$ cat src/rtl/bmt_pkg.sv
// ============================================================================
// bmt_pkg - shared types and constants for the breakpoint match table
// opcodes, status codes, cell commands and the words passed along the chain
// ============================================================================
package bmt_pkg;

    // fixed field widths of the command and result words
    localparam int OP_W       = 3;
    localparam int ADDR_W     = 16;
    localparam int IN_IDX_W   = 3;
    localparam int STATUS_W   = 2;
    localparam int SLOT_W     = 3;
    localparam int HITS_W     = 16;
    localparam int ENTRIES_W  = 4;

    // slot number carried along the chain, wide enough for tables of up to 64 entries
    localparam int CHAIN_SLOT_W = 6;

    // parameter defaults
    localparam int DEF_ENTRIES   = 8;
    localparam int DEF_ADDR_BITS = 16;

    typedef enum logic [OP_W-1:0] {
        OP_ADD     = 3'd0,
        OP_REMOVE  = 3'd1,
        OP_ENABLE  = 3'd2,
        OP_DISABLE = 3'd3,
        OP_CHECK   = 3'd4
    } op_t;

    typedef enum logic [STATUS_W-1:0] {
        ST_OK      = 2'd0,
        ST_FULL    = 2'd1,
        ST_BAD_IDX = 2'd2
    } status_t;

    typedef enum logic [2:0] {
        CELL_NOP,
        CELL_WRITE,
        CELL_SHIFT,
        CELL_SET_EN,
        CELL_CLR_EN,
        CELL_COMPARE,
        CELL_BUMP
    } cell_op_t;

    typedef enum logic {
        FSM_IDLE,
        FSM_HIT
    } fsm_t;

    // command broadcast to every cell
    typedef struct packed {
        cell_op_t            op;
        logic [ADDR_W-1:0]   addr;
    } cell_cmd_t;

    // entry contents handed from a cell to its lower neighbor on remove
    typedef struct packed {
        logic [ADDR_W-1:0]   addr;
        logic                en;
        logic [HITS_W-1:0]   hits;
    } entry_t;

    // priority chain for check: first enabled match wins
    typedef struct packed {
        logic                    found;
        logic [CHAIN_SLOT_W-1:0] slot;
        logic [HITS_W-1:0]       hits;
    } match_chain_t;

endpackage

$ cat src/rtl/bmt_cell.sv
// ============================================================================
// bmt_cell - one breakpoint table entry
// holds address, enable and hit counter; shifts from its upper neighbor on
// remove and takes part in the first-match priority chain on check
// ============================================================================
module bmt_cell #(
    parameter int ENTRIES   = bmt_pkg::DEF_ENTRIES,
    parameter int ADDR_BITS = bmt_pkg::DEF_ADDR_BITS,
    parameter int INDEX     = 0
) (
    input  logic                          clk,
    input  logic                          rst_n,
    input  bmt_pkg::cell_cmd_t            cmd,
    input  logic [$clog2(ENTRIES+1)-1:0]  sel_idx,
    input  logic [$clog2(ENTRIES+1)-1:0]  count,
    input  bmt_pkg::entry_t               nbr_in,
    output bmt_pkg::entry_t               nbr_out,
    input  bmt_pkg::match_chain_t         chain_in,
    output bmt_pkg::match_chain_t         chain_out
);

    localparam int CNT_W = $clog2(ENTRIES+1);
    localparam int AW    = (ADDR_BITS < bmt_pkg::ADDR_W) ? ADDR_BITS : bmt_pkg::ADDR_W;
    localparam logic [CNT_W-1:0] POS = CNT_W'(INDEX);

    logic [AW-1:0]                 addr_reg;
    logic                          en_reg;
    logic                          en_next;
    logic [bmt_pkg::HITS_W-1:0]    hits_reg;
    logic [bmt_pkg::HITS_W-1:0]    hits_next;
    logic [bmt_pkg::HITS_W-1:0]    hits_inc;
    logic                          match_reg;
    logic                          match_next;
    logic                          live;
    logic                          win;

    assign live     = POS < count;
    assign win      = match_reg & ~chain_in.found;
    assign hits_inc = (hits_reg == {bmt_pkg::HITS_W{1'b1}}) ? hits_reg : hits_reg + 1'b1;

    always_comb
    begin
        en_next    = en_reg;
        hits_next  = hits_reg;
        match_next = match_reg;
        unique case (cmd.op)
            bmt_pkg::CELL_WRITE:
            begin
                if (POS == count)
                begin
                    en_next   = 1'b1;
                    hits_next = '0;
                end
            end
            bmt_pkg::CELL_SHIFT:
            begin
                if (POS >= sel_idx)
                begin
                    en_next   = nbr_in.en;
                    hits_next = nbr_in.hits;
                end
            end
            bmt_pkg::CELL_SET_EN:
            begin
                if (POS == sel_idx)
                    en_next = 1'b1;
            end
            bmt_pkg::CELL_CLR_EN:
            begin
                if (POS == sel_idx)
                    en_next = 1'b0;
            end
            bmt_pkg::CELL_COMPARE:
            begin
                match_next = live & en_reg & (addr_reg == cmd.addr[AW-1:0]);
            end
            bmt_pkg::CELL_BUMP:
            begin
                if (win)
                    hits_next = hits_inc;
            end
            default:
            begin
            end
        endcase
    end

    always_ff @(posedge clk or negedge rst_n)
    begin
        if (!rst_n)
        begin
            en_reg    <= 1'b0;
            hits_reg  <= '0;
            match_reg <= 1'b0;
        end
        else
        begin
            en_reg    <= en_next;
            hits_reg  <= hits_next;
            match_reg <= match_next;
        end
    end

    // address store, meaningful once written by add
    always_ff @(posedge clk)
    begin
        if (cmd.op == bmt_pkg::CELL_WRITE && POS == count)
            addr_reg <= cmd.addr[AW-1:0];
        else if (cmd.op == bmt_pkg::CELL_SHIFT && POS >= sel_idx)
            addr_reg <= nbr_in.addr[AW-1:0];
    end

    assign nbr_out.addr = bmt_pkg::ADDR_W'(addr_reg);
    assign nbr_out.en   = en_reg;
    assign nbr_out.hits = hits_reg;

    assign chain_out.found = chain_in.found | match_reg;
    assign chain_out.slot  = chain_in.slot
                           | (win ? bmt_pkg::CHAIN_SLOT_W'(INDEX) : '0);
    assign chain_out.hits  = chain_in.hits | (win ? hits_inc : '0);

endmodule

$ cat src/rtl/breakpoint_match_table.sv
// ============================================================================
// breakpoint_match_table - ordered table of hardware breakpoints
// add, remove, enable, disable and check against a compacted entry table
// ============================================================================
// A command word is taken when start is high and busy is low. Add, remove,
// enable, disable and unknown opcodes complete in the idle state. Check
// compares in every cell in the idle state; in the hit state, busy is high
// and the first enabled match along the cell chain has its counter bumped.
// Each result word appears on status, slot, hit, hit_tally and entries for
// exactly one cycle with done high, the cycle after the command finishes.
// The receiver cannot stall: a result must be captured in its done cycle.
// A new command may be issued in the same cycle that done is high.
// ============================================================================
module breakpoint_match_table #(
    parameter int ENTRIES   = bmt_pkg::DEF_ENTRIES,
    parameter int ADDR_BITS = bmt_pkg::DEF_ADDR_BITS
) (
    input  logic                            clk,
    input  logic                            rst_n,
    input  logic                            start,
    output logic                            busy,
    input  logic [bmt_pkg::OP_W-1:0]        opcode,
    input  logic [bmt_pkg::ADDR_W-1:0]      address,
    input  logic [bmt_pkg::IN_IDX_W-1:0]    slot_index,
    output logic                            done,
    output logic [bmt_pkg::STATUS_W-1:0]    status,
    output logic [bmt_pkg::SLOT_W-1:0]      slot,
    output logic                            hit,
    output logic [bmt_pkg::HITS_W-1:0]      hit_tally,
    output logic [bmt_pkg::ENTRIES_W-1:0]   entries
);

    localparam int CNT_W = $clog2(ENTRIES+1);
    // compare width for slot_index against the entry count
    localparam int CMP_W = (CNT_W > bmt_pkg::IN_IDX_W) ? CNT_W : bmt_pkg::IN_IDX_W;

    bmt_pkg::fsm_t                  state_reg;
    bmt_pkg::fsm_t                  state_next;
    logic [CNT_W-1:0]               count_reg;
    logic [CNT_W-1:0]               count_next;

    logic                           done_reg;
    logic                           done_next;
    logic [bmt_pkg::STATUS_W-1:0]   status_reg;
    logic [bmt_pkg::STATUS_W-1:0]   status_next;
    logic [bmt_pkg::SLOT_W-1:0]     slot_reg;
    logic [bmt_pkg::SLOT_W-1:0]     slot_next;
    logic                           hit_reg;
    logic                           hit_next;
    logic [bmt_pkg::HITS_W-1:0]     hit_tally_reg;
    logic [bmt_pkg::HITS_W-1:0]     hit_tally_next;
    logic [bmt_pkg::ENTRIES_W-1:0]  entries_reg;

    bmt_pkg::cell_cmd_t             cmd;
    logic                           accept;
    logic                           idx_ok;
    logic                           full;

    // neighbor data and match chain between the cells
    bmt_pkg::entry_t                nbr   [ENTRIES+1];
    bmt_pkg::match_chain_t          chain [ENTRIES+1];

    assign accept = start & (state_reg == bmt_pkg::FSM_IDLE);
    assign idx_ok = CMP_W'(slot_index) < CMP_W'(count_reg);
    assign full   = count_reg == CNT_W'(ENTRIES);

    // next state
    always_comb
    begin
        state_next = state_reg;
        unique case (state_reg)
            bmt_pkg::FSM_IDLE:
            begin
                if (accept && opcode == bmt_pkg::OP_CHECK)
                    state_next = bmt_pkg::FSM_HIT;
            end
            bmt_pkg::FSM_HIT:
            begin
                state_next = bmt_pkg::FSM_IDLE;
            end
            default:
            begin
                state_next = bmt_pkg::FSM_IDLE;
            end
        endcase
    end

    // cell commands, entry count and result word
    always_comb
    begin
        cmd.op         = bmt_pkg::CELL_NOP;
        cmd.addr       = address;
        count_next     = count_reg;
        done_next      = 1'b0;
        status_next    = bmt_pkg::ST_OK;
        slot_next      = '0;
        hit_next       = 1'b0;
        hit_tally_next = '0;
        unique case (state_reg)
            bmt_pkg::FSM_IDLE:
            begin
                if (accept)
                begin
                    done_next = 1'b1;
                    unique case (opcode)
                        bmt_pkg::OP_ADD:
                        begin
                            if (full)
                                status_next = bmt_pkg::ST_FULL;
                            else
                            begin
                                cmd.op     = bmt_pkg::CELL_WRITE;
                                slot_next  = bmt_pkg::SLOT_W'(count_reg);
                                count_next = count_reg + 1'b1;
                            end
                        end
                        bmt_pkg::OP_REMOVE:
                        begin
                            if (!idx_ok)
                                status_next = bmt_pkg::ST_BAD_IDX;
                            else
                            begin
                                cmd.op     = bmt_pkg::CELL_SHIFT;
                                count_next = count_reg - 1'b1;
                            end
                        end
                        bmt_pkg::OP_ENABLE:
                        begin
                            if (!idx_ok)
                                status_next = bmt_pkg::ST_BAD_IDX;
                            else
                                cmd.op = bmt_pkg::CELL_SET_EN;
                        end
                        bmt_pkg::OP_DISABLE:
                        begin
                            if (!idx_ok)
                                status_next = bmt_pkg::ST_BAD_IDX;
                            else
                                cmd.op = bmt_pkg::CELL_CLR_EN;
                        end
                        bmt_pkg::OP_CHECK:
                        begin
                            // result comes out of the hit cycle
                            cmd.op    = bmt_pkg::CELL_COMPARE;
                            done_next = 1'b0;
                        end
                        default:
                        begin
                            // unknown opcode: nothing changes
                        end
                    endcase
                end
            end
            bmt_pkg::FSM_HIT:
            begin
                // first enabled match resolved along the chain, counter bumped
                cmd.op         = bmt_pkg::CELL_BUMP;
                done_next      = 1'b1;
                hit_next       = chain[ENTRIES].found;
                slot_next      = bmt_pkg::SLOT_W'(chain[ENTRIES].slot);
                hit_tally_next = chain[ENTRIES].hits;
            end
            default:
            begin
            end
        endcase
    end

    always_ff @(posedge clk or negedge rst_n)
    begin
        if (!rst_n)
        begin
            state_reg <= bmt_pkg::FSM_IDLE;
            count_reg <= '0;
            done_reg  <= 1'b0;
        end
        else
        begin
            state_reg <= state_next;
            count_reg <= count_next;
            done_reg  <= done_next;
        end
    end

    // result word, loaded when a command completes
    always_ff @(posedge clk)
    begin
        if (done_next)
        begin
            status_reg    <= status_next;
            slot_reg      <= slot_next;
            hit_reg       <= hit_next;
            hit_tally_reg <= hit_tally_next;
            entries_reg   <= bmt_pkg::ENTRIES_W'(count_next);
        end
    end

    // chain ends: nothing above the top cell, no match before cell zero
    assign nbr[ENTRIES] = '0;
    assign chain[0]     = '0;

    for (genvar i = 0; i < ENTRIES; i++)
    begin : g_cell
        bmt_cell #(
            .ENTRIES   (ENTRIES),
            .ADDR_BITS (ADDR_BITS),
            .INDEX     (i)
        ) u_cell (
            .clk       (clk),
            .rst_n     (rst_n),
            .cmd       (cmd),
            .sel_idx   (CNT_W'(slot_index)),
            .count     (count_reg),
            .nbr_in    (nbr[i+1]),
            .nbr_out   (nbr[i]),
            .chain_in  (chain[i]),
            .chain_out (chain[i+1])
        );
    end

    assign busy      = state_reg == bmt_pkg::FSM_HIT;
    assign done      = done_reg;
    assign status    = status_reg;
    assign slot      = slot_reg;
    assign hit       = hit_reg;
    assign hit_tally = hit_tally_reg;
    assign entries   = entries_reg;

endmodule
$ cat config.mk
export PLATFORM = sky130hd
export DESIGN_NAME = breakpoint_match_table
export DESIGN_NICKNAME = d
export VERILOG_FILES = /design/src/rtl/bmt_pkg.sv /design/src/rtl/bmt_cell.sv /design/src/rtl/breakpoint_match_table.sv
export SDC_FILE = /design/constraint.sdc
export NUM_CORES = 1
export LEC_CHECK = 0
export BUFFER_PORTS_ARGS = -buffer_cell sky130_fd_sc_hd__clkbuf_2
export CELL_PAD_IN_SITES_DETAIL_PLACEMENT = 1
export CELL_PAD_IN_SITES_GLOBAL_PLACEMENT = 1
export CORE_ASPECT_RATIO = 0.7
export CORE_UTILIZATION = 55
export CTS_CLUSTER_SIZE = 28
export DETAILED_ROUTE_END_ITERATION = 16
export GPL_TIMING_DRIVEN = 1
export MAX_ROUTING_LAYER = met4
export PLACE_DENSITY_LB_ADDON = 0.1
export RECOVER_POWER = 25
export SLEW_MARGIN = 20
export SYNTH_ARGS = -nofsm -noshare
export SYNTH_HDL_FRONTEND = slang
export SYNTH_SLANG_ARGS = --single-unit
$ cat constraint.sdc
create_clock -name clk -period 7.58 [get_ports clk]
set_input_delay 0.758 -clock clk [delete_from_list [all_inputs] [get_ports clk]]
set_output_delay 0.758 -clock clk [all_outputs]
set_load 0.01 [all_outputs]
==> run summary <==
The run finished, with violations left. The checks that failed: max-capacitance violations, max-slew violations. Internal power comes to 0.00323 W. The final weighted congestion of routability-driven global placement came out at 0.955.

The signal on the critical path passes through clkbuf_1. Together, buffers and inverters on the worst path number 1. The number of cell rows came out at 56. The setup TNS came out at 0 ps. The post-placement cell area is 0.0194 mm². The final net count came out at 1,898. Clock-pin slew was measured on the worst setup and hold paths at 60 ps. The finished cells cover 0.0207 mm². The cell at the slowest stage of the critical path is clkbuf_1. The proportion of total power due to net switching is 31.2%. The number of warnings printed during yosys synthesis is 0.

The maximum fanout along the worst path came out at 69. The maximum single-stage delay on the critical path is 2820 ps. Summed over all layers, the global routing overflow is 0.

Among cell families on the critical path, the largest total delay comes from buffers and inverters. The final worst setup slack is 3090 ps. The number of inserted filler cells in the final layout is 3,696.

The final hold violation count was 0. Using the TritonRoute via totals, the vias-per-cell ratio works out to 6.94. The analysis attributes to net switching a power of 0.00146 W.

The post-detailed-routing wire length is 68.5 mm. Setup repair after global routing left no endpoint under its margin. The die footprint came out at 0.0353 mm². The share of synthesized registers carrying an async set or reset is 49.3%.

The H-tree depth is 2. After clock tree synthesis, the repair step resized 0 gates. For this block, the via count after detailed routing is 16,300.

Dividing the detail-routed wire length by the instance count gives 29.2 µm. Dividing total power by cell area gives a power density of 227 mW/mm². Compared with the post-synthesis result, the final layout area differs by 8.76%. Yosys mapped a number of flops with a built-in enable equal to 154.

The number of setup buffers added after CTS is 0. The number of clock buffers inserted by TritonCTS is 35. The initial antenna violation count is 2. The worst setup path is launched from an input pin.

The longest clock path from root to sink contains 3 buffers. The maximum number of pins on one net before global-route repair is 83. The data arrival time of the worst path came out at 3610 ps. The count of nets left with antenna violations once routing finished came out at 0. The first global-routing pass estimated 103 mm of wire.

The area share of the largest cell type after synthesis came out at 24.3%. The headroom to the max-slew limit came out at -172%. The via count of the first global-routing pass is 16,000. The worst path required time came out at 6700 ps. The share of the cycle needed by the critical path after routing is 59.2%. The post-route netlist has 15.4% of its cells at a drive strength greater than 1. Static timing analysis puts the maximum clock frequency at 223 MHz. In this run the horizontal extent of the chip is 224 µm.

Clock latency on the worst-skew pair, taken at its later pin, is 570 ps. The worst slack after detailed placement came out at 3180 ps. Per report_power, the sequential group accounts for 44.7% of the total.

TritonCTS built the clock tree. The reported max-cap violation count came out at 1. The leading area contributor after synthesis is edfxtp_1. Among all flip-flop cells after synthesis, the most frequent one is edfxtp_1.

The synthesized flop and latch total is 304. In the post-synthesis netlist, the biggest area contributors are edfxtp_1, dfrtp_1, mux2_2. During placement, the flow inserted port buffers numbering 52. In this run, the number of DRC markers left after iteration 0 of detailed routing was 2,145. The worst setup path is of the input pin to async pin kind. The netlist area before placement came out at 0.0190 mm². The setup violation total in the final timing report is 0.

The synthesized netlist net count came out at 1,932. The setup skew after layout came out at 30.3 ps. The area of the multi-input gates is 0.00996 mm². The placeable core region is 0.0338 mm².

Synthesis instantiated 89 different standard cells from the library. Synthesis produced 1,891 cells. The synthesized area divided by synthesized cell count is 10.1 µm².

The combined flip-flop and latch cell area came out at 0.00838 mm². The HPWL after detailed placement is 49.4 mm. The DRC violation count after routing is 0. For the pin with the worst max-slew slack, the measured transition is 4090 ps. The count of hold-fix buffers inserted at cts came out at 0. The height of the die came out at 158 µm. The clock network fraction of design power is 39.8%. The analysis attributes to cell leakage a power of 7.49 nW. The count of final max-slew check failures is 70. In this run the worst hold path is classified as register to register. The effective utilization at floorplan came out at 56.3%. The sequential fraction of the synthesis area came out at 44.0%. 53 I/O pins were placed. Combinational cells account for 15.5% of the total power. The TritonCTS sink count came out at 304. The final period demand of the worst path is 4490 ps. The peak supply drop is 0.204 mV. STA classifies the critical path endpoint as an async pin. The detailed-router iteration count before antenna repair is 5. The root buffer cell chosen for the clock tree is clkbuf_16. The global-route total usage across every layer came out at 40.2%.
-- per-stage QoR --
step	cells	hold WS, ps	util [%]	total power [W]
floorplan	1891	462	-	0.00251
global placement	2283	514	57.5	0.00277
detailed placement	2283	528	57.6	0.00281
CTS	2347	255	61.2	0.00466
global route	2350	591	61.2	0.00481
finish	2350	544	61.2	0.00469
-- placed cells by master (no fill, tap or decap), types with 35 or more instances in the layout --
cell type,synthesis,routed
xor2_1,92,92
nor2_1,98,98
and3_1,43,43
xnor2_1,108,108
o21ai_0,107,102
dfrtp_1,150,149
edfxtp_1,154,154
clkbuf_2,4,46
nand2_1,171,171
clkbuf_16,0,35
a21oi_1,46,46
o2bb2ai_1,58,58
a22oi_1,83,83
nand3_1,87,87
mux2_2,130,130
nand4_1,40,40
-- area by class of cell --
class                      count  area share (%)
clock buffer                  48            4.71
sequential                   304            40.5
clock inverter                16            1.28
multi-input combinational   1416            48.1
tap                          464            2.81
inverter                      26           0.472
antenna                        2          0.0242
timing repair buffer          74            2.06
-- metal layers --
metal,up-vias,wire [µm],global-route usage [%]
li1,7044,-,-
met1,8242,30800,58.2
met2,918,28100,55.1
met3,103,8460,12.4
met4,0,1170,7.84
met5,-,0,-
-- final timing paths --
| check | startpoint | end | slack (ps) | depth (start not counted) |
|---|---|---|---|---|
| hold / removal | g_cell[0].u_cell.hits_reg[15]$_DFFE_PN0P_ | g_cell[0].u_cell.hits_reg[15]$_DFFE_PN0P_ | 540 | 2 |
| min in group asynchronous | rst_n | count_reg[2]$_DFF_PN0_ | 1630 | 1 |
| hold reg to reg | g_cell[0].u_cell.hits_reg[15]$_DFFE_PN0P_ | g_cell[0].u_cell.hits_reg[15]$_DFFE_PN0P_ | 540 | 2 |
| setup / recovery | rst_n | busy$_DFF_PN0_ | 3090 | 1 |
| max in group clk | count_reg[1]$_DFF_PN0_ | g_cell[1].u_cell.hits_reg[12]$_DFFE_PN0P_ | 3180 | 9 |
| setup reg to reg | count_reg[1]$_DFF_PN0_ | g_cell[1].u_cell.hits_reg[12]$_DFFE_PN0P_ | 3180 | 9 |
-- power groups by stage --
stage                     combinational, W  clock, W  sequential (W)
after CTS                         0.000702   0.00187         0.00209
after floorplan                   0.000508         0         0.00200
after global routing              0.000775   0.00192         0.00211
after global placement            0.000664         0         0.00211
final                             0.000725   0.00187         0.00210
after detailed placement          0.000692         0         0.00212
-- cell families (layout without fill, tap and decap cells) --
family	Yosys count	after routing	share of synthesized area, %
AOI/OAI and AO/OA	459	459	17.2
xor gates and xnor gates	200	200	9.21
adders and majority gates	16	16	1.05
buffers and inverters	171	164	3.72
DFF	304	304	44.0
muxes	149	149	8.70
other	0	2	0
and+or+nand+nor	592	592	16.1
-- cells in the mapped netlist, types with 9 or more instances --
library cell,number
nand2_1,171
edfxtp_1,154
dfrtp_1,150
mux2_2,130
xnor2_1,108
o21ai_0,107
clkbuf_1,99
nor2_1,98
xor2_1,92
nand3_1,87
a22oi_1,83
o2bb2ai_1,58
a21oi_1,46
and3_1,43
nand4_1,40
buf_2,37
nor4_1,30
a31oi_1,29
nor3_1,27
inv_1,25
mux2i_1,19
ha_1,16
and2_1,13
nand2b_1,11
o22ai_1,11
a221oi_1,10
a22o_1,10
or2_2,10
or3_1,10
a32o_1,9
Power figures use the tool's default switching activity.
